**src/hw/rtl/tnm_pkg.sv**
```systemverilog
// ----------------------------------------------------------------------------
// Triangle normal and mirror: package
// Widths, pipeline latencies, mirror axis codes and small helpers.
// ----------------------------------------------------------------------------
`default_nettype none

package tnm_pkg;

    localparam int COORD_W   = 16;
    localparam int NUM_VERT  = 9;
    localparam int EDGE_W    = 17;
    localparam int PROD_W    = 34;
    localparam int CROSS_W   = 35;
    localparam int MAG_W     = 34;
    localparam int LEAD_W    = 6;
    localparam int TOP_BIT   = 29;
    localparam int NORM_W    = TOP_BIT + 1;
    localparam int SQ_W      = 2 * NORM_W;
    localparam int SUM_W     = SQ_W + 2;
    localparam int ROOT_W    = SUM_W / 2;
    localparam int REM_W     = ROOT_W + 3;
    localparam int UNIT_SH   = 14;
    localparam int QUOT_W    = UNIT_SH + 1;
    localparam int NUM_W     = NORM_W + UNIT_SH + 1;
    localparam int PART_W    = ROOT_W + 1;

    localparam int CROSS_LAT = 3;
    localparam int PREP_LAT  = 5;
    localparam int SQRT_LAT  = ROOT_W;
    localparam int DIV_LAT   = QUOT_W + 1;
    localparam int VERT_LAT  = CROSS_LAT + PREP_LAT + SQRT_LAT + DIV_LAT;

    typedef logic signed [COORD_W-1:0] coord_t;

    typedef enum logic [1:0] {
        AXIS_NONE = 2'd0,
        AXIS_X    = 2'd1,
        AXIS_Y    = 2'd2,
        AXIS_Z    = 2'd3
    } axis_t;

    // Flags carried beside the normalized magnitudes
    typedef struct packed {
        logic [2:0] sgn;
        logic       zero;
    } nrm_flags_t;

    // Negate with saturation of the most negative code
    function automatic coord_t neg_sat(input coord_t v);
        coord_t res;
        if (v == coord_t'(-32768)) begin
            res = coord_t'(32767);
        end else begin
            res = -v;
        end
        return res;
    endfunction

endpackage

`default_nettype wire

```
**src/hw/rtl/tnm_div.sv**
```systemverilog
// ----------------------------------------------------------------------------
// Triangle normal and mirror: rounding divider
// Forms m * 2^14 + r/2, then restoring division, one quotient bit per stage.
// ----------------------------------------------------------------------------
`default_nettype none

module tnm_div
    import tnm_pkg::*;
(
    input  wire logic              aclk,
    input  wire logic              aresetn,
    input  wire logic              en,
    input  wire logic              in_valid,
    input  wire logic [NORM_W-1:0] m,
    input  wire logic [ROOT_W-1:0] r,
    output logic                   out_valid,
    output logic [QUOT_W-1:0]      q
);

    logic [NUM_W-1:0]  n_reg;
    logic [ROOT_W-1:0] r0_reg;
    logic              v0_reg;

    logic [PART_W-1:0] p_reg  [QUOT_W];
    logic [QUOT_W-1:0] q_reg  [QUOT_W];
    logic [QUOT_W-1:0] lo_reg [QUOT_W];
    logic [ROOT_W-1:0] r_reg  [QUOT_W];
    logic [QUOT_W-1:0] vld_reg;

    // Rounded numerator
    always_ff @(posedge aclk) begin
        if (!aresetn) begin
            v0_reg <= 1'b0;
        end else if (en) begin
            v0_reg <= in_valid;
        end
    end

    always_ff @(posedge aclk) begin
        if (en) begin
            n_reg  <= NUM_W'({m, {UNIT_SH{1'b0}}}) + NUM_W'(r >> 1);
            r0_reg <= r;
        end
    end

    for (genvar k = 0; k < QUOT_W; k++) begin : g_step
        logic [PART_W-1:0] p_in;
        logic [QUOT_W-1:0] q_in;
        logic [QUOT_W-1:0] lo_in;
        logic [ROOT_W-1:0] r_in;
        logic              vld_in;
        logic [PART_W:0]   p_sh;
        logic              fit;

        if (k == 0) begin : g_first
            assign p_in   = PART_W'(n_reg[NUM_W-1:QUOT_W]);
            assign q_in   = '0;
            assign lo_in  = n_reg[QUOT_W-1:0];
            assign r_in   = r0_reg;
            assign vld_in = v0_reg;
        end else begin : g_next
            assign p_in   = p_reg[k-1];
            assign q_in   = q_reg[k-1];
            assign lo_in  = lo_reg[k-1];
            assign r_in   = r_reg[k-1];
            assign vld_in = vld_reg[k-1];
        end

        // Shift in the next numerator bit and subtract when it fits
        always_comb begin
            p_sh = {p_in, lo_in[QUOT_W-1-k]};
            fit  = (p_sh >= (PART_W+1)'(r_in));
        end

        always_ff @(posedge aclk) begin
            if (!aresetn) begin
                vld_reg[k] <= 1'b0;
            end else if (en) begin
                vld_reg[k] <= vld_in;
            end
        end

        always_ff @(posedge aclk) begin
            if (en) begin
                p_reg[k]  <= fit ? PART_W'(p_sh - (PART_W+1)'(r_in)) : PART_W'(p_sh);
                q_reg[k]  <= {q_in[QUOT_W-2:0], fit};
                lo_reg[k] <= lo_in;
                r_reg[k]  <= r_in;
            end
        end
    end

    assign out_valid = vld_reg[QUOT_W-1];
    assign q         = q_reg[QUOT_W-1];

endmodule

`default_nettype wire

```
**config.mk**
```make
export PLATFORM = sky130hd
export DESIGN_NAME = tnm_div
export DESIGN_NICKNAME = d
export VERILOG_FILES = /design/src/hw/rtl/tnm_pkg.sv /design/src/hw/rtl/tnm_div.sv
export SDC_FILE = /design/constraint.sdc
export NUM_CORES = 2
export LEC_CHECK = 0
export BUFFER_PORTS_ARGS = -buffer_cell sky130_fd_sc_hd__buf_2
export CORE_UTILIZATION = 55
export DETAILED_ROUTE_END_ITERATION = 10
export PLACE_DENSITY = 0.81
export SLEW_MARGIN = 20
export SYNTH_ARGS = -nofsm -noshare
export SYNTH_HDL_FRONTEND = slang
export SYNTH_SLANG_ARGS = --single-unit
```
**constraint.sdc**
```tcl
create_clock -name aclk -period 4.6 [get_ports aclk]
set_input_delay 0.23 -clock aclk [delete_from_list [all_inputs] [get_ports aclk]]
set_output_delay 0.23 -clock aclk [all_outputs]
set_load 0.02 [all_outputs]
```
# Word-level counts from Yosys, hierarchy flattened

Memory sizes are Yosys's and may differ from the RTL's.
Index checks and enable logic that the tools add are counted.

Register bits after elaboration: 92
RAM bits: 1,395
Bits of input ports: 65
Output and inout bits: 16
Word-level logic and storage cells: 70
Memories kept: 4

Add/sub/neg operators: 16
Order comparisons: 15
Mux-type cells: 17

Memories:

| name   | words | bits a word | rd ports | clocked after memory_dff | wr ports | RTL line      | source |
|---|---|---|---|---|---|---|---|
| p_reg  | 15    | 32          | 14       | 0                        | 15       | tnm_div.sv:24 | `logic [PART_W-1:0] p_reg [QUOT_W];` |
| r_reg  | 15    | 31          | 14       | 0                        | 15       | tnm_div.sv:27 | `logic [ROOT_W-1:0] r_reg [QUOT_W];` |
| lo_reg | 15    | 15          | 14       | 0                        | 15       | tnm_div.sv:26 | `logic [QUOT_W-1:0] lo_reg [QUOT_W];` |
| q_reg  | 15    | 15          | 15       | 0                        | 15       | tnm_div.sv:25 | `logic [QUOT_W-1:0] q_reg [QUOT_W];` |

Operators with widths:

| kind             | number |
|---|---|
| $mux W32         | 15 |
| $ge A33 B31 Y1   | 14 |
| $sub A32 B31 Y32 | 14 |
| $add A44 B30 Y45 | 1 |
| $sub A31 B31 Y32 | 1 |
| $ge A31 B31 Y1   | 1 |
| $mux W1          | 2 |

# Longest topological paths before layout

An unclocked memory read counts as a cell.

Word-level depth: 3
Gate-level depth with buffers: 15
Depth with buffers taken out: 14

# Least setup slack after synthesis

OpenSTA, ideal clock, no wires.

Path type: reg2reg
From: register n_reg[14]
To: memory p_reg[0][30] in the netlist's numbering (data pin)
Setup time: 0.270 ns
Arrival: 3.026 ns
Required time: 4.330 ns
Path slack: 1.304 ns
Stages on the path, launching flop included: 15
Path buffers: 0
Clock period less this slack: 3.296 ns
Path through: edfxtp_1 inv_1 ha_1 inv_1 fa_1 a21o_1 a21oi_1 o21ai_1 a41oi_1 nor3_1 o31a_1 a211o_1 a221oi_1 xor2_1 a21oi_1

RTL lines:

| element                | RTL line      | source |
|---|---|---|
| from (decl)            | tnm_div.sv:20 | `logic [NUM_W-1:0] n_reg;` |
| from (signal assigned) | tnm_div.sv:41 | `n_reg <= NUM_W'({m, {UNIT_SH{1'b0}}}) + NUM_W'(r >> 1);` |
| to (decl)              | tnm_div.sv:24 |  |

# Final worst setup path

From: input port m[0]
To: register n_reg[38] (data pin)

Word-level cells in the longest chain between the ends: 1

Ends and longest elaborated chain:

| element          | RTL line      | source |
|---|---|---|
| from (decl)      | tnm_div.sv:14 | `input wire logic [NORM_W-1:0] m,` |
| $add A44 B30 Y45 | tnm_div.sv:41 |  |

No other way between the ends.
A chain may end at the register's enable or synchronous reset.

==> impl_metrics.yaml <==
outcome:
  run_status: "completed"
sta:
  post-route-period-util_pct: 89.2
  setup_viol_count_final: 0
  period_minus_slack_ps: 4110
  rsz0062_at_grt: "false"
  tightest_slew_ps: 1050
  slew_headroom_pct: 30.0
  slew_violations: 0
  clock_skew_ps: 54.5
  final_hold_viol_count: 0
  fmax_mhz: 244
  tns_ps: 0
routing:
  wl_per_cell_um: 18.9
  dr_wl_met3_um: 6560
  drc: 0
  top_layer: "met4"
  drt_first_pass_iters: 6
  via_per_inst: 5.81
  routed_wl_um: 141000
  antenna_left: 0
  wl_met1_um: 54900
  met2_wirelength_um: 71400
  vias: 43300
  drt_iter0_drc: 3523
synthesis:
  yosys-top-cells-area: "edfxtp_1 51%, ha_1 9.6%, a21oi_1 4.6%"
  synth_cell_types: 99
  post_synth_most_frequent_cells: "1,064 x edfxtp_1, 577 x a21oi_1, 569 x inv_1"
  synthArstFlopShare_pct: 0
  yosys_warnings: 0
  synth_edf_count: 1064
  seq_area_frac_synth_pct: 51.5
  synthCells: 5681
  synth_top_area_share_pct: 51.0
  yosysTopAreaCell: "edfxtp_1"
  ys_ff_latch: 1080
  synth_most_common_cell: "edfxtp_1"
  syn_avg_cell_area_um2: 11.0
  synth_nets: 6242
  synthesis.area_um2: 62600
  synth_ff_type: "edfxtp_1"
grt:
  grt_use_total_pct: 24.2
  gr-total-overflow: 0
  antenna_found_initial: 1
  grt_max_degree: 187
  grt_pass1_wl_um: 223000
  grt_pass1_vias: 42700
place:
  portBuffers: 80
  dpl.hpwl_um: 105000
  place.gp.congestion: 0.982
  place_inst: 7170
  dpl-instance-area_um2: 64900
final_layout:
  fin_cells: 7450
  area_delta_synth_final_pct: 10.6
  final_cell_area_um2: 69300
  multi_input_area_um2: 27700
  fillers: 8752
  finalNetCount: 6411
  largest_reg_flops: 448
  drive_above_1_share_pct: 9.06
  register_area_um2: 32300
worst_setup_path:
  critPathLaunchType: "input port"
  criticalPathCategory: "input port to flop"
  worst_setup_path_end_kind: "flop"
  crit_arrival_ps: 4550
  cp_max_fo: 5
  cp.required_ps: 5050
clocking:
  cts_tree: "built"
  clock_path_buffers: 3
  clk_latency_ps: 720
  htree_num_levels: 3
  clock_sinks: 1080
  cts.repair.resized: 0
  path_clk_slew_ps: 70
  clockRootBuffer: "clkbuf_16"
  cts_buffers: 113
floorplanning:
  die_area_um2: 115000
  start_util_pct: 55.6
  die_h_um: 339
  coreArea_um2: 113000
  rows: 123
  fp.dieW_um: 339
  num_io_pins: 81
worst_hold_path:
  hold_class: "input port to flop"
job:
  maxCapViolations: 0
pwr:
  p_leak_uw: 0.0285
  power_uw: 46900
  peakVddDrop_uv: 410
  p_int_uw: 29200
  power.share.switching_pct: 37.7
  pwr-share-seq_pct: 34.7
  switchingPower_uw: 17700
  powerDensity_nw_per_um2: 677
  clockPowerShare_pct: 19.2
  p_comb_share_pct: 46.1
## what timing repair did
item	CTS	global route
hold buffers	65	0
buffers inserted	0	0
endpoints found under the hold margin	70	0
endpoints found under the setup margin	0	0
## worst max-delay path, cell delays in order
cell	delay, ps
dlygate4sd3_1	560
buf_2	130
ha_1	220
fa_1	410
a21o_1	200
a21oi_1	370
o21bai_1	170
a2111oi_0	720
nor3_1	170
nor2_1	160
a211o_1	260
nor2_1	160
nand3_1	130
xnor2_1	90
dlygate4sd3_1	570
## area by class of cell
class	instances	area share, %
sequential	1080	46.6
antenna	2	0.00723
inverter	571	3.09
timing repair buffer	189	2.24
multi-input combinational	3895	40.0
clock inverter	83	1.15
tap	1500	2.71
clock buffer	130	4.21
## cells by family (layout without fill, tap and decap cells)
group	Yosys count	count (layout)	synth area share, %
AOI/OAI and AO/OA	1539	1539	15.6
xor gates and xnor gates	398	398	5.56
adders and majority gates	496	496	10.1
buffers and inverters	706	973	4.37
DFF	1080	1080	51.5
muxes	182	182	3.21
other	0	2	0
and+or+nand+nor	1280	1280	9.68
## layer usage
metal  vias up  track usage, %
li1      21100               -
met1     20500            28.2
met2      1297            44.0
met3       364            2.74
met4         0            12.3
met5         -               0
## metrics by stage
| step | hold slack [ps] | utilization (%) | setup slack (ps) |
|---|---|---|---|
| final | 43.4 | 61.5 | 495 |
| after global routing | 27.2 | 61.5 | 309 |
| after CTS | 2.75 | 61.5 | 609 |
| after detailed placement | 405 | 57.6 | 638 |
| after global placement | 401 | 57.6 | 695 |
| after floorplan | 329 | - | 1300 |
## cell usage in the layout (no fill, tap or decap), types with 22 or more instances in the layout
master,n
nor2_1,427
nor3_1,63
o21bai_1,52
dlygate4sd3_1,65
edfxtp_1,1064
ha_1,481
buf_2,79
buf_4,31
a21oi_1,576
o21a_1,58
clkinv_2,28
nor2b_1,88
o31ai_1,27
clkbuf_16,114
inv_1,569
and3_1,35
a31oi_1,58
nand3_1,91
mux2_2,148
a211oi_1,30
mux2i_1,29
nand4_1,74
xor2_1,150
or3_1,31
nand2_1,310
o21ai_0,287
nand2b_1,54
a21o_1,234
xnor2_1,248
and2_1,22
## power groups by stage
stage	clock network (uW)	registers [uW]	logic, uW
floorplan	0	15600	16700
global placement	0	16400	20600
detailed placement	0	16500	21100
CTS	9180	16300	21400
global route	9530	16500	23900
finish	9010	16300	21600
## final timing paths
kind         slack, ps  depth (start not counted)    startpoint            end
min reg2reg        400                          0  q_reg[0][90]  q_reg[0][106]
min                 40                          1            en  r_reg[0][179]
max                490                         15          m[0]      n_reg[38]
max reg2reg        520                         13  r_reg[0][94]   p_reg[2][17]
Note: power is estimated with default switching activity, not from simulation.
