<file path="config.mk">
export PLATFORM = sky130hd
export DESIGN_NAME = tnm_sqrt
export DESIGN_NICKNAME = d
export VERILOG_FILES = /design/src/hw/rtl/tnm_pkg.sv /design/src/hw/rtl/tnm_sqrt.sv
export SDC_FILE = /design/constraint.sdc
export NUM_CORES = 2
export LEC_CHECK = 0
export BUFFER_PORTS_ARGS = -buffer_cell sky130_fd_sc_hd__buf_2
export CORE_MARGIN = 4
export CORE_UTILIZATION = 45
export DETAILED_ROUTE_END_ITERATION = 8
export GPL_TIMING_DRIVEN = 0
export HOLD_SLACK_MARGIN = 0.08
export MAX_ROUTING_LAYER = met4
export PLACE_DENSITY = 0.58
export SLEW_MARGIN = 20
export SYNTH_ARGS = -nofsm -noshare
export SYNTH_HDL_FRONTEND = slang
export SYNTH_SLANG_ARGS = --single-unit
</file>
<file path="constraint.sdc">
create_clock -name aclk -period 3.7 [get_ports aclk]
set_input_delay 0.185 -clock aclk [delete_from_list [all_inputs] [get_ports aclk]]
set_output_delay 0.185 -clock aclk [all_outputs]
set_load 0.005 [all_outputs]
</file>
<file path="src/hw/rtl/tnm_pkg.sv">
// ----------------------------------------------------------------------------
// Triangle normal and mirror: package
// Widths, pipeline latencies, mirror axis codes and small helpers.
// ----------------------------------------------------------------------------
`default_nettype none

package tnm_pkg;

    localparam int COORD_W   = 16;
    localparam int NUM_VERT  = 9;
    localparam int EDGE_W    = 17;
    localparam int PROD_W    = 34;
    localparam int CROSS_W   = 35;
    localparam int MAG_W     = 34;
    localparam int LEAD_W    = 6;
    localparam int TOP_BIT   = 29;
    localparam int NORM_W    = TOP_BIT + 1;
    localparam int SQ_W      = 2 * NORM_W;
    localparam int SUM_W     = SQ_W + 2;
    localparam int ROOT_W    = SUM_W / 2;
    localparam int REM_W     = ROOT_W + 3;
    localparam int UNIT_SH   = 14;
    localparam int QUOT_W    = UNIT_SH + 1;
    localparam int NUM_W     = NORM_W + UNIT_SH + 1;
    localparam int PART_W    = ROOT_W + 1;

    localparam int CROSS_LAT = 3;
    localparam int PREP_LAT  = 5;
    localparam int SQRT_LAT  = ROOT_W;
    localparam int DIV_LAT   = QUOT_W + 1;
    localparam int VERT_LAT  = CROSS_LAT + PREP_LAT + SQRT_LAT + DIV_LAT;

    typedef logic signed [COORD_W-1:0] coord_t;

    typedef enum logic [1:0] {
        AXIS_NONE = 2'd0,
        AXIS_X    = 2'd1,
        AXIS_Y    = 2'd2,
        AXIS_Z    = 2'd3
    } axis_t;

    // Flags carried beside the normalized magnitudes
    typedef struct packed {
        logic [2:0] sgn;
        logic       zero;
    } nrm_flags_t;

    // Negate with saturation of the most negative code
    function automatic coord_t neg_sat(input coord_t v);
        coord_t res;
        if (v == coord_t'(-32768)) begin
            res = coord_t'(32767);
        end else begin
            res = -v;
        end
        return res;
    endfunction

endpackage

`default_nettype wire

</file>
<file path="src/hw/rtl/tnm_sqrt.sv">
// ----------------------------------------------------------------------------
// Triangle normal and mirror: integer square root
// Restoring digit recurrence, one root bit per pipeline stage.
// ----------------------------------------------------------------------------
`default_nettype none

module tnm_sqrt
    import tnm_pkg::*;
(
    input  wire logic             aclk,
    input  wire logic             aresetn,
    input  wire logic             en,
    input  wire logic             in_valid,
    input  wire logic [SUM_W-1:0] s,
    output logic                  out_valid,
    output logic [ROOT_W-1:0]     root
);

    logic [REM_W-1:0]  rem_reg  [SQRT_LAT];
    logic [ROOT_W-1:0] root_reg [SQRT_LAT];
    logic [SUM_W-1:0]  s_reg    [SQRT_LAT];
    logic [SQRT_LAT-1:0] vld_reg;

    for (genvar i = 0; i < SQRT_LAT; i++) begin : g_step
        logic [REM_W-1:0]  rem_in;
        logic [ROOT_W-1:0] root_in;
        logic [SUM_W-1:0]  s_in;
        logic              vld_in;
        logic [REM_W-1:0]  rem_sh;
        logic [REM_W-1:0]  trial;
        logic              fit;

        if (i == 0) begin : g_first
            assign rem_in  = '0;
            assign root_in = '0;
            assign s_in    = s;
            assign vld_in  = in_valid;
        end else begin : g_next
            assign rem_in  = rem_reg[i-1];
            assign root_in = root_reg[i-1];
            assign s_in    = s_reg[i-1];
            assign vld_in  = vld_reg[i-1];
        end

        // Bring down two bits and try the next root bit
        always_comb begin
            rem_sh = {rem_in[REM_W-3:0], s_in[SUM_W-1-2*i -: 2]};
            trial  = REM_W'({root_in, 2'b01});
            fit    = (rem_sh >= trial);
        end

        always_ff @(posedge aclk) begin
            if (!aresetn) begin
                vld_reg[i] <= 1'b0;
            end else if (en) begin
                vld_reg[i] <= vld_in;
            end
        end

        always_ff @(posedge aclk) begin
            if (en) begin
                rem_reg[i]  <= fit ? (rem_sh - trial) : rem_sh;
                root_reg[i] <= {root_in[ROOT_W-2:0], fit};
                s_reg[i]    <= s_in;
            end
        end
    end

    assign out_valid = vld_reg[SQRT_LAT-1];
    assign root      = root_reg[SQRT_LAT-1];

endmodule

`default_nettype wire

</file>
-- After elaboration in Yosys (flattened, before gate mapping)
Memories as Yosys holds them, arrays and structs flattened.
Cells that the tools add are included.
- bits in writable memories: 3937
- memories: 3
- register bits after elaboration: 31
- input bits: 66
- output and inout bits: 32
- memory list (name ; words ; width ; read ports ; clocked after Yosys merged registers in ; wr ports ; line ; text):
    s_reg ; 31 ; 62 ; 30 ; 0 ; 31 ; tnm_sqrt.sv:21 ; logic [SUM_W-1:0] s_reg [SQRT_LAT];
    rem_reg ; 31 ; 34 ; 30 ; 0 ; 31 ; tnm_sqrt.sv:19 ; logic [REM_W-1:0] rem_reg [SQRT_LAT];
    root_reg ; 31 ; 31 ; 31 ; 0 ; 31 ; tnm_sqrt.sv:20 ; logic [ROOT_W-1:0] root_reg [SQRT_LAT];
- magnitude comparators: 31
- mux-type cells: 33
- add/sub/neg operators: 31
- operators by type and width (kind ; number):
    $mux W34 ; 31
    $ge A34 B33 Y1 ; 30
    $sub A34 B33 Y34 ; 30
    $sub A2 B1 Y3 const B ; 1
    $ge A2 B1 Y1 const B ; 1
    $mux W1 ; 2

-- Logic depth before layout (Yosys ltp)
An unclocked memory read counts as a cell.
- word-level depth: 3
- gate-level depth with buffers: 14
- depth with buffers taken out: 13

-- Worst setup path before layout
No wires, ideal clock.
- path kind: reg2reg
- from: mem rem_reg[3][86] in the netlist's numbering
- to: mem rem_reg[3][114] in the netlist's numbering (data pin)
- cell stages (with the launch flop): 11
- setup slack: 0.221 ns
- data required time: 3.438 ns
- data arrival time: 3.216 ns
- period minus slack after synthesis: 3.479 ns
- buffers on the path: 2
- cell sequence: edfxtp_1 > or4_1 > or3_4 > or3_4 > or4_1 > or3_1 > nand3b_1 > nor2b_1 > buf_4 > buf_6 > mux2_1
- RTL lines (what ; line):
    start: declaration ; tnm_sqrt.sv:19

==> impl_summary.log <==
INFO  metric synth_seq_cells = 2370
INFO  metric worst-setup-path-type = reg2reg
INFO  metric synth-main-ff-cell = edfxtp_1
INFO  metric tritoncts.num_buffers = 281
INFO  metric portBuffers = just under 100
INFO  metric boundaryPins = between 90 and 100
INFO  metric cap_viol_max_count = 0
INFO  metric synth-edff-count = about 2300
INFO  metric synth_top_area_share = 64.3%
INFO  metric synth.cell_area = 109000 um^2
INFO  metric power.ir.vdd_worst = 384 uV
INFO  metric cts.sinks = ~2400
INFO  metric yosysWarningCount = 0
INFO  metric postSynthAreaPerCell = 13.0 um^2
INFO  metric viasPerCell = 5.31
INFO  metric placed_cells = 11689
INFO  metric report.final.hold_viol_count = 0
INFO  metric dieArea = roughly 250000 um^2
INFO  metric cts_tree = yes
INFO  metric remaining_antenna_violation_count = 0
INFO  metric holdCritStartpoint = s[30]
INFO  metric synthesis.instances = between 8000 and 9000
INFO  metric floorplan_core_area = 241000 um^2
INFO  metric worstSetupEndpointType = register
INFO  metric synthArstFlopShare = 0%
INFO  metric syn2layout_area_growth = 14.7%
INFO  metric number_of_detailed_route_iterations_in_the_first_pass = 6
INFO  metric via_count = around 66000
INFO  metric grt_start_max_net_pins = roughly 160
INFO  metric syn-num-nets = between 8000 and 9000
INFO  metric finalWirelength = ~230000 um
INFO  metric synth_top_cells_by_area = edfxtp_1 (64%), ha_1 (6.0%), xnor2_1 (3.1%)
INFO  metric fin_ws = 41.6 ps
INFO  metric clk_pin_slew = 60 ps
INFO  metric filler_cell_count = 20600
INFO  metric critical_path_arrival = 4260 ps
INFO  metric clock_skew = 64.2 ps
INFO  metric leakage = approximately 48 nW
INFO  metric worstHoldPathType = in2reg
INFO  metric slew_violations = 0
INFO  metric path_max_fanout = 6
INFO  metric num-nets-final = 9563
INFO  metric place.detailed.hpwl = 161000 um
INFO  metric instances_no_fill = 12346
INFO  metric largest_reg_flops = 930
INFO  metric global_route_wire_length_before_repair = between 300000 and 400000 um
INFO  metric die_height = approximately 500 um
INFO  metric worst_slew_pin_slew = 892 ps
INFO  metric ctsRootBufferMaster = clkbuf_16
INFO  metric ctsHtreeMaxLevel = 5
INFO  metric floorplan.initialDensity = 45.3%
INFO  metric critical_path_source_type = register
INFO  metric headroom_to_the_max_slew_limit = 39.9%
INFO  metric synth-seq-area-share = 64.9%
INFO  metric timing.critical_path.required = 4310 ps
INFO  metric layout_common_cells = edfxtp_1 (2339), inv_1 (654), nand2_1 (566)
INFO  metric period_needed = 3660 ps
INFO  metric groute.usage.overall = between 10% and 20%
INFO  metric ctsLongestPathBuffers = 4
INFO  metric layout-drive-gt1-share = under 10%
INFO  metric fp.dieW = 501 um
INFO  metric placement_rows = 180
INFO  metric timing.critical_path.from = rem_reg[3][86]
INFO  metric drt-wirelength-per-cell = 18.3 um
INFO  metric multi_input_comb_area = 36100 um^2
INFO  metric run_status = completed
INFO  metric pd_cells = 611 nW/um^2
INFO  metric grt_setup_unrepaired = true
INFO  metric worstSkewPairLatency = between 900 and 1000 ps
INFO  metric finalCritPeriodShare = 98.9%
INFO  metric dpl_worst_slack = -1230 ps
INFO  metric drt_first_iter_violations = 4740
INFO  metric finalSetupViolations = 0
INFO  metric fin_setup_tns = 0 ps
INFO  metric layout_commonest_cell = edfxtp_1
INFO  metric synth.largest_area_cell = edfxtp_1
INFO  metric gpl.final_weighted_congestion = roughly 0.88
INFO  metric grt_pass1_vias = 65257
INFO  metric number_of_distinct_library_cells_after_synthesis = just under 90
INFO  metric seqCellArea = between 70000 and 80000 um^2
INFO  metric number_of_antenna_violations_at_the_first_check_in_global_routing = 3
INFO  metric grt_overflow = 0
INFO  metric max_freq = around 270 MHz
INFO  metric r2r-start = rem_reg[3][86]
INFO  metric detail_route.drc_violations = 0
==> power breakdown <==
| group | switching [mW] | total, mW | internal [mW] |
|---|---|---|---|
| Sequential | 2.21 | 36.0 | 33.8 |
| Clock | 10.4 | 25.7 | 15.4 |
| Combinational | 8.52 | 14.9 | 6.39 |
==> area by class of cell <==
class	count	share of cell area, %
antenna	3	0.00599
buffer	137	0.555
clock buffer	335	5.90
clock inverter	137	0.923
inverter	656	1.97
multi-input combinational	5219	28.8
sequential	2370	56.5
tap	3185	3.18
timing repair buffer	304	2.18
==> layer usage <==
| layer | GRT usage (%) | share of wire [%] | up-vias |
|---|---|---|---|
| li1 | - | - | 32154 |
| met4 | 5.25 | 2.8 | 0 |
| met5 | - | 0 | - |
| met1 | 23.2 | 44 | 31830 |
| met3 | 2.36 | 3.5 | 431 |
| met2 | 30.9 | 50 | 1097 |
==> what timing repair did <==
| item | 4_1_cts | 5_1_grt |
|---|---|---|
| gates resized for setup | 127 | 151 |
| cloned | 0 | 0 |
| endpoints found under the hold margin | 216 | 0 |
| buffers inserted | 35 | 25 |
| endpoints found under the setup margin | 558 | 486 |
| hold buffers | 130 | 0 |
| pin swaps | 11 | 20 |
==> critical path, stage by stage (launching register included) <==
cell	delay [ps]
edfxtp_1	380
or4_4	550
or3_4	350
or3_4	340
or4_4	420
or3_4	350
nand3b_1	190
nor2b_1	130
buf_4	170
nand3b_4	180
buf_4	130
nor3_1	40
xor2_1	150
==> synthesized netlist by cell type, types with 36 or more instances <==
| cell type | n |
|---|---|
| edfxtp_1 | 2339 |
| nor4_1 | 102 |
| inv_1 | 654 |
| clkbuf_1 | 129 |
| nor2_1 | 501 |
| nor3_1 | 211 |
| o21ai_0 | 455 |
| o31ai_1 | 51 |
| a21oi_1 | 517 |
| a211oi_1 | 42 |
| or4_1 | 41 |
| nand3_1 | 130 |
| nand4_1 | 84 |
| o21a_1 | 85 |
| xnor2_1 | 390 |
| mux2i_1 | 42 |
| and3_1 | 43 |
| o21bai_1 | 53 |
| mux2_2 | 70 |
| xor2_1 | 364 |
| or3_1 | 82 |
| nor2b_1 | 120 |
| a21o_1 | 225 |
| a31oi_1 | 36 |
| or2_2 | 44 |
| ha_1 | 528 |
| nand2_1 | 566 |
| nand2b_1 | 116 |
==> cell families (layout without fill, tap and decap cells) <==
| logic type | after synthesis | count (layout) | share of synthesized area [%] |
|---|---|---|---|
| DFF | 2370 | 2370 | 64.9 |
| and+or+nand+nor | 2158 | 2158 | 9.79 |
| AOI/OAI and AO/OA | 1665 | 1665 | 9.38 |
| buffers and inverters | 801 | 1569 | 2.77 |
| xor gates and xnor gates | 754 | 754 | 6.04 |
| adders and majority gates | 528 | 528 | 6.05 |
| muxes | 113 | 113 | 1.12 |
| other | 1 | 4 | 0.00343 |
==> path summary, 6_finish.rpt <==
kind                      to  slack [ps]  depth (start not counted)
max          rem_reg[3][129]          40                         12
min             s_reg[0][30]         130                          2
min reg2reg    s_reg[3][214]         380                          0
max reg2reg  rem_reg[3][129]          40                         12
==> stage by stage <==
step / area (um^2) / utilization, % / total power [mW] / hold WS, ps
finish: 125000 / 52.0 / 76.6 / 134
global route: 125000 / 52.0 / 80.8 / 91.9
CTS: 125000 / 51.8 / 77.5 / 80.9
detailed placement: 114000 / 47.4 / 51.1 / 363
global placement: 114000 / 47.2 / 52.7 / 362
floorplan: 109000 / - / 46.2 / 284
(Power assumes the default switching activity.)
