<file path="config.mk">
export PLATFORM = sky130hd
export DESIGN_NAME = tnm_delay
export DESIGN_NICKNAME = d
export VERILOG_FILES = /design/src/hw/rtl/tnm_delay.sv
export SDC_FILE = /design/constraint.sdc
export NUM_CORES = 1
export LEC_CHECK = 0
export BUFFER_PORTS_ARGS = -buffer_cell sky130_fd_sc_hd__buf_2
export CAP_MARGIN = 25
export CORE_AREA = 8 8 45 47
export CTS_CLUSTER_SIZE = 24
export DETAILED_ROUTE_END_ITERATION = 8
export DIE_AREA = 0 0 53 55
export HOLD_SLACK_MARGIN = 0.15
export PLACE_DENSITY = 0.66
export SLEW_MARGIN = 30
export SYNTH_ARGS = -nofsm -noshare
export SYNTH_HDL_FRONTEND = slang
export SYNTH_SLANG_ARGS = --single-unit
</file>
<file path="constraint.sdc">
create_clock -name aclk -period 1.4 [get_ports aclk]
set_input_delay 0.28 -clock aclk [delete_from_list [all_inputs] [get_ports aclk]]
set_output_delay 0.28 -clock aclk [all_outputs]
set_load 0.05 [all_outputs]
</file>
<file path="src/hw/rtl/tnm_delay.sv">
// ----------------------------------------------------------------------------
// Triangle normal and mirror: delay line
// Enable-gated shift register that keeps side data aligned with the pipe.
// ----------------------------------------------------------------------------
`default_nettype none

module tnm_delay #(
    parameter int WIDTH = 8,
    parameter int DEPTH = 2
) (
    input  wire logic             aclk,
    input  wire logic             en,
    input  wire logic [WIDTH-1:0] din,
    output logic      [WIDTH-1:0] dout
);

    logic [WIDTH-1:0] sr_reg [DEPTH];

    // Advance the whole line on enable
    always_ff @(posedge aclk) begin
        if (en) begin
            sr_reg[0] <= din;
            for (int i = 1; i < DEPTH; i++) begin
                sr_reg[i] <= sr_reg[i-1];
            end
        end
    end

    assign dout = sr_reg[DEPTH-1];

endmodule

`default_nettype wire

</file>
# Yosys cells after proc, flatten, opt, wreduce, memory -nomap -nowiden
# Memories as Yosys holds them, arrays and structs flattened.
# Index checks and enable logic that the tools add are counted.
# totals
output_inout_bits	8
in_bits	10
register_bits	0
ramBits	16
memories	1
word_cells	3
# mem_list
memory	words	width	rd	rd_clocked_by_memory_dff	write_ports	line_no	rtl
sr_reg	2	8	2	0	2	17	logic [WIDTH-1:0] sr_reg [DEPTH];
# classes
n_mux	2
# op_table
cell	count
two-way mux 1 bit	2

# Logic depth before layout (Yosys ltp)
# Gate-level depths: netlist of run 1.
# depth
ltp_word	2
ltp_mapped	1

# Worst setup path after synthesis of run 1
# OpenSTA, ideal clock, no wires.
# synth_path
kind	register to output
from	mem sr_reg[1][0], in the netlist sr_reg[0][8]
to	out dout[0]
required_time_ps	1120
path_buffers	1
arrival_time_ps	523
path_stages_with_launch	2
setup_slack_ps	597
path_cell_list	edfxtp_1 > buf_4
# synth_rtl
element	line_no	rtl
start: declaration	17	
end: declaration	14	output logic [WIDTH-1:0] dout

==> flow_summary.ini, run 1 <==
[run_status]
outcome = completed

[floorplanning]
die_w_um = 53
num_rows = 14
die_y_um = 55
core_area_mm2 = 0.001384
start_util = 0.3906
die-area_mm2 = 0.002915
io_pins = 18

[min_path]
hp-class = input port to register

[clock_network]
postCtsHoldBufs = 0
cts.sinks = 16
cts_setup_buffers = 0
cts_buffers = 3
root_buffer = clkbuf_4
cts_buffer_depth = 2
tritoncts = yes
ctsResizeCount = 0
clock_latency_ns = 0.27
path_clk_slew_ns = 0.08
ctsHtreeMaxLevel = 1

[timing]
rsz0062_at_grt = no
tns_ns = 0
slew-limit-headroom = 0.7834
slew_violations = 0
post-route-period-util = 0.8133
hold_violations = 0
setup-violations-final = 0
tightest_slew_ns = 0.3249
fmax_mhz = 878.3
fin_crit_ns = 1.139
fin_skew_ns = 0.0006153

[layout]
multi_input_area_um2 = 0
area_delta_synth_final_pct = 12.50
nNetsFinal = 48
largest_register_ffs = 16
layout-drive-gt1-share = 0.5556
multi_input_gates = 0
antenna_cells = 0
nFillCells = 131

[detailed_routing]
wl_per_cell_um = 12.21
dr.pass1.iters = 2
drc = 0
vias = 227
antenna_left = 0
vias_per_cell = 4.365
wl_um = 635
drtIter0Drc = 1

[pwr]
swShare = 0.2217
cellPowerDensity_mw_per_mm2 = 1448
p_clk_frac = 0.246
pwr-share-seq = 0.653
switchingPower_mw = 0.1952
pwr-share-comb = 0.101
power.leakage_nw = 0.2373
power_mw = 0.8804
cellInternalPower_mw = 0.6853
ir_drop_mv = 0.6223

[worst_setup_path]
slowest_stage = edfxtp_1
slowest_delay_ns = 0.37
required_ns = 1.12
crit_path_start_kind = register
crit_family = flip-flops
worstSetupPathType = register to output port
crit_buf_inv = 1
crit_chain = buf_2
arrival_ns = 0.86
path_max_fanout = 1
crit_path_end_kind = output port

[synthesis]
synth.area.top_cells = edfxtp_1 (89%), buf_4 (11%)
syn_avg_cell_area_um2 = 22.52
netlist_area_um2 = 540.5
syn_nets = 34
ys_seq_area_frac = 0.8889
netlist.area_leader.share = 0.8889
ys_types = 2
synth_seq_cells = 16
ys_warn_count = 0
netlist_instances = 24
yosys.area.top_type = edfxtp_1

[global_routing]
grt_usage = 0.04627
grt_max_degree = 17
grt-ovfl-total = 0
grt_first_pass_wirelength_um = 938
grt_pass1_vias = 240
grt_antenna_before_repair = 0

[placement]
gp_congestion = 0.5979
io_buffer_count = 17

[job]
max-cap-violations = 0
[path summary, 6_finish.rpt]
check,from,slack (ns),to,depth (start not counted)
max reg2reg,sr_reg[0][4]$_DFFE_PP_,0.78,sr_reg[0][12]$_DFFE_PP_,0
min reg2reg,sr_reg[0][7]$_DFFE_PP_,0.42,sr_reg[0][15]$_DFFE_PP_,0
max,sr_reg[0][11]$_DFFE_PP_,0.26,dout[3],1
min,din[2],0.18,sr_reg[0][2]$_DFFE_PP_,1
[layout by cell type, fill, tap and decap left out, drive strengths merged]
cell,n
buf,17
edfxtp,16
clkbuf,3
[cell usage after synthesis]
library cell and instances:
edfxtp_1 16, buf_4 8
[layout make-up]
type	count	area, µm²	share of cell area
sequential	16	480.5	0.7901
timing repair buffer	17	85.08	0.1399
tap	16	20.02	0.03292
clock buffer	3	22.52	0.03704
[metal layers]
layer / routed length [µm] / vias up / global-route usage
met5: 0 / - / 0
met4: 18 / 0 / 0.03879
met3: 122 / 2 / 0.03476
met2: 203 / 20 / 0.05664
met1: 290 / 99 / 0.05145
li1: - / 106 / -
[metrics by stage]
stage                     hold slack [ns]  instance area [µm²]  setup WS (ns)  cells    util
after floorplan                    0.3789                540.5         0.5966     24       -
after global placement             0.4021                585.6         0.5124     49  0.4231
after detailed placement           0.4066                585.6         0.4800     49  0.4231
after global routing               0.1610                608.1         0.2091     52  0.4394
after CTS                          0.1711                608.1         0.2404     52  0.4394
final                              0.1812                608.1         0.2614     52  0.4394
[power groups by stage]
stage,combinational (mW),clock (mW),sequential (mW)
after floorplan,0.0766,0,0.584
after global placement,0.0887,0,0.584
after detailed placement,0.0903,0,0.587
after CTS,0.0903,0.226,0.576
after global routing,0.0937,0.244,0.578
final,0.0889,0.217,0.575
[kinds of logic after synthesis]
group | count (synthesis) | synth area share
buf+inv | 8 | 0.1111
flops | 16 | 0.8889
Power figures use the tool's default switching activity.
==> inputs of run 2 (changes only) <==
--- a/config.mk
+++ b/config.mk
@@ -7,12 +7,12 @@
 export LEC_CHECK = 0
 export BUFFER_PORTS_ARGS = -buffer_cell sky130_fd_sc_hd__buf_2
 export CAP_MARGIN = 25
-export CORE_AREA = 8 8 45 47
+export CORE_MARGIN = 8
+export CORE_UTILIZATION = 41
 export CTS_CLUSTER_SIZE = 24
 export DETAILED_ROUTE_END_ITERATION = 8
-export DIE_AREA = 0 0 53 55
 export HOLD_SLACK_MARGIN = 0.15
-export PLACE_DENSITY = 0.66
+export PLACE_DENSITY = 0.7
 export SLEW_MARGIN = 30
 export SYNTH_ARGS = -nofsm -noshare
 export SYNTH_HDL_FRONTEND = slang
==> constraint.sdc (replaced) <==
create_clock -name aclk -period 0.9 [get_ports aclk]
set_input_delay 0.18 -clock aclk [delete_from_list [all_inputs] [get_ports aclk]]
set_output_delay 0.18 -clock aclk [all_outputs]
set_load 0.05 [all_outputs]
==> run 2 against run 1 <==
The flow now finishes with violations (setup timing). Largest cell class unchanged. Utilization rose by 14 points. Wire length up 11%. Clock power rose by 53%. First-iteration DRC count did not move. Combinational power increased by 120%.
==> flow_summary.ini, run 2 (synthesis results as in run 1) <==
[worst_setup_path]
slowest_stage = edfxtp_1
worstSetupPathType = register to output port
crit_path_end_kind = output port
crit_family = flip-flops
slowest_delay_ns = 0.39
path_max_fanout = 1
arrival_ns = 0.82
required_ns = 0.72
crit_chain = buf_6
crit_path_start_kind = register
crit_buf_inv = 1

[floorplanning]
io_pins = 18
die_y_um = 52.31
die_w_um = 52.31
die-area_mm2 = 0.002736
core_area_mm2 = 0.001269
num_rows = 13
start_util = 0.4260

[timing]
tns_ns = -0.7290
slew-limit-headroom = 0.7755
tightest_slew_ns = 0.3368
fin_skew_ns = 0.003167
slew_violations = 0
setup-violations-final = 8
hold_violations = 0
fmax_mhz = 996.0
post-route-period-util = 1.116
rsz0062_at_grt = yes
fin_crit_ns = 1.004
fin_ws_ns = -0.1040

[global_routing]
grt_first_pass_wirelength_um = 1152
grt_pass1_vias = 273
grt_max_degree = 17
grt-ovfl-total = 0
grt_usage = 0.05848
grt_antenna_before_repair = 0

[clock_network]
tritoncts = yes
root_buffer = clkbuf_4
cts_buffer_depth = 2
cts_setup_buffers = 0
cts_buffers = 3
clock_latency_ns = 0.26
path_clk_slew_ns = 0.08
ctsHtreeMaxLevel = 1
cts.sinks = 16

[placement]
gp_congestion = 0.5645
io_buffer_count = 17
placedCellCount = 48

[run_status]
violations = setup timing
outcome = finished with violations

[detailed_routing]
wl_um = 707
drtIter0Drc = 1
antenna_left = 0
vias = 237
vias_per_cell = 4.017
wl_per_cell_um = 11.98
drc = 0
dr.pass1.iters = 2

[layout]
nFillCells = 106
multi_input_gates = 0
stdcell_count = 59
layout_common_cells = edfxtp_1 (16), buf_2 (9), dlygate4sd3_1 (8), buf_6 (8), clkbuf_4 (3)
final_common_cell = edfxtp_1
multi_input_area_um2 = 0
antenna_cells = 0
area_delta_synth_final_pct = 36.34
largest_register_ffs = 16
layout-drive-gt1-share = 0.4545
nNetsFinal = 56
post-route-util = 0.5809

[pwr]
ir_drop_mv = 0.8351
power.leakage_nw = 0.2876
cellPowerDensity_mw_per_mm2 = 1931

[job]
max-cap-violations = 0

[min_path]
hp-class = input port to register
==> run 2: changes by cell type in the layout (fill, tap and decap cells not counted), sizes merged <==
| cell | previous run | this run |
|---|---|---|
| dlygate4sd3 | 0 | 8 |
==> run 2: timing repair <==
action                                 4_1_cts  5_1_grt
hold buffers                                 8        0
gates cloned                                 0        0
pin swaps                                    0        0
resized for setup                           16        0
setup endpoints to repair                    8        8
endpoints found under the hold margin        8        0
==> run 2: layer usage <==
layer | share of wire | routed length [µm] | global-route usage
met1 | 0.35 | 249 | 0.04754
met4 | 0.0071 | 5 | 0.05172
met5 | 0 | 0 | 0
met3 | 0.10 | 71 | 0.03125
met2 | 0.54 | 381 | 0.09881
==> run 2: cell type report <==
| cell class | count | area [µm²] | area share |
|---|---|---|---|
| Tap cell | 15 | 18.77 | 0.02547 |
| Clock buffer | 3 | 22.52 | 0.03056 |
| Timing Repair Buffer | 25 | 215.2 | 0.2920 |
| Sequential cell | 16 | 480.5 | 0.6520 |
==> run 2: final timing paths <==
kind	cells after the start	end	slack [ns]	startpoint
worst max-delay path	1	dout[2]	-0.10	sr_reg[0][10]$_DFFE_PP_
worst min-delay path	1	sr_reg[0][5]$_DFFE_PP_	0.33	en
worst max register to register	0	sr_reg[0][9]$_DFFE_PP_	0.28	sr_reg[0][1]$_DFFE_PP_
worst min register to register	0	sr_reg[0][8]$_DFFE_PP_	0.42	sr_reg[0][0]$_DFFE_PP_
==> run 2: through the flow <==
step	instance area [µm²]	total power, mW	worst slack [ns]	hold slack (ns)
CTS	737.0	1.438	-0.1070	0.3225
global route	737.0	1.490	-0.1556	0.3330
floorplan	540.5	1.028	0.1966	0.2789
finish	737.0	1.423	-0.1040	0.3335
global placement	584.3	1.045	0.1015	0.3560
detailed placement	584.3	1.050	0.08417	0.3585
==> run 2: power by group <==
group	internal (mW)	switching (mW)
logic	0.0797	0.114
clock network	0.154	0.177
registers	0.883	0.0156
total	1.12	0.306
==> inputs of run 3 (changes only) <==
==> config.mk (replaced) <==
export PLATFORM = sky130hd
export DESIGN_NAME = tnm_delay
export DESIGN_NICKNAME = d
export VERILOG_FILES = /design/src/hw/rtl/tnm_delay.sv
export SDC_FILE = /design/constraint.sdc
export NUM_CORES = 1
export LEC_CHECK = 0
export CAP_MARGIN = 25
export CORE_AREA = 8 8 45 47
export CTS_CLUSTER_SIZE = 24
export DETAILED_ROUTE_END_ITERATION = 8
export DIE_AREA = 0 0 53 55
export DONT_BUFFER_PORTS = 1
export HOLD_SLACK_MARGIN = 0.15
export SLEW_MARGIN = 30
export SYNTH_ARGS = -nofsm -noshare
export SYNTH_HDL_FRONTEND = slang
export SYNTH_SLANG_ARGS = --single-unit
==> run 3 against run 2 <==
The run still ends with setup timing left. Wire length decreased by 20%. Sequential cell count unchanged. Final area increased by 4.1%. Total power increased by 2.8%. Die area increased by 6.5%. Worst hold slack got worse by 0.32 ns. Cell count decreased by 12%. Sequential share of layout area decreased by 2.6 points. Clock power increased by 5%. Setup slack got worse by 0.038 ns. Largest cell class unchanged.
==> flow_summary.ini, run 3 (synthesis results as in run 1) <==
[run_status]
outcome = finished with violations
violations = setup timing

[floorplanning]
core_area_mm2 = 0.001384
die-area_mm2 = 0.002915
die_y_um = 55
num_rows = 14
start_util = 0.3906
io_pins = 18
die_w_um = 53

[placement]
placed_cell_area_um2 = 660.6
io_buffer_count = 0
gp_congestion = 0.5574

[pwr]
cellPowerDensity_mw_per_mm2 = 1907
power_mw = 1.463
ir_drop_mv = 0.8874
power.leakage_nw = 0.2805

[detailed_routing]
wl_per_cell_um = 10.94
wl_um = 569
antenna_left = 0
vias_per_cell = 3.904
dr.pass1.iters = 1
drtIter0Drc = 0
vias = 203
drc = 0

[timing]
tightest_slew_ns = 0.1110
fin_crit_ns = 1.042
fmax_mhz = 960.1
tns_ns = -1.084
fin_ws_ns = -0.1416
setup-violations-final = 8
rsz0062_at_grt = yes
slew-limit-headroom = 0.9261
hold_violations = 0
post-route-period-util = 1.157
holdWs_ns = 0.01476
slew_violations = 0
fin_skew_ns = 0.002533

[layout]
final_area_um2 = 767.0
multi_input_area_um2 = 0
layout_common_cells = edfxtp_1 (16), dlygate4sd3_1 (8), buf_12 (8)
largest_register_ffs = 16
antenna_cells = 0
final_common_cell = edfxtp_1
nNetsFinal = 47
area_delta_synth_final_pct = 41.90
layout-drive-gt1-share = 0.3056
post-route-util = 0.5543
multi_input_gates = 0

[global_routing]
grt_first_pass_wirelength_um = 855
use_met3 = 0.02674
grt_pass1_vias = 207
use_met2 = 0.06055
grt_antenna_before_repair = 0
grt.busiest_layer = met4
grt-ovfl-total = 0
grt_usage = 0.04520
met1_usage = 0.04032
grt_max_degree = 17

[clock_network]
ctsHtreeMaxLevel = 1
cts_buffers = 3
cts_setup_buffers = 0
root_buffer = clkbuf_4
path_clk_slew_ns = 0.08
tritoncts = yes
postCtsHoldBufs = 8
cts.sinks = 16
clock_latency_ns = 0.27
cts_buffer_depth = 2

[worst_setup_path]
arrival_ns = 0.86
path_max_fanout = 1
slowest_stage = edfxtp_1
crit_chain = buf_12
slowest_delay_ns = 0.42
worstSetupPathType = register to output port
crit_path_start_kind = register
crit_path_end_kind = output port
required_ns = 0.72
crit_buf_inv = 1
crit_family = flip-flops

[min_path]
hp-class = input port to register

[job]
max-cap-violations = 0
==> run 3: layer usage <==
metal | vias up | share of wire
li1 | 104 | -
met1 | 85 | 0.33
met2 | 12 | 0.50
met3 | 2 | 0.16
met4 | 0 | 0.0070
met5 | - | 0
==> run 3: stage by stage <==
stage / instances / setup WS (ns)
3_5_place_dp: 40 / 0.1554
3_3_place_gp: 40 / 0.1585
6_report: 52 / -0.1416
4_1_cts: 52 / -0.1572
5_1_grt: 52 / -0.1875
2_1_floorplan: 24 / 0.1966
==> run 3: final cells by class <==
| type | instances | area (µm²) |
|---|---|---|
| repair buffers | 16 | 240.2 |
| clock inverters | 1 | 3.754 |
| flip-flops and latches | 16 | 480.5 |
| well taps | 16 | 20.02 |
| clock buffers | 3 | 22.52 |
| fillers | 107 | 616.8 |
==> run 3: timing repair <==
item	4_1_cts	5_1_grt
hold endpoints to repair	24	16
resized for setup	0	0
cloned	0	0
pin swaps	0	0
setup endpoints to repair	8	8
==> run 3: worst paths after layout <==
kind,from,endpoint,slack (ns),cells after the start
hold / removal,en,sr_reg[0][4]$_DFFE_PP_,0.01,0
setup reg to reg,sr_reg[0][5]$_DFFE_PP_,sr_reg[0][13]$_DFFE_PP_,0.28,0
hold reg to reg,sr_reg[0][1]$_DFFE_PP_,sr_reg[0][9]$_DFFE_PP_,0.43,0
setup / recovery,sr_reg[0][13]$_DFFE_PP_,dout[5],-0.14,1
==> run 3: report_power, final <==
group	total [mW]	internal [mW]	switching [mW]	leakage (nW)
Clock	0.349	0.160	0.188	0.0154
Sequential	0.908	0.885	0.0237	0.157
Combinational	0.206	0.109	0.0964	0.109
Total	1.46	1.15	0.309	0.281
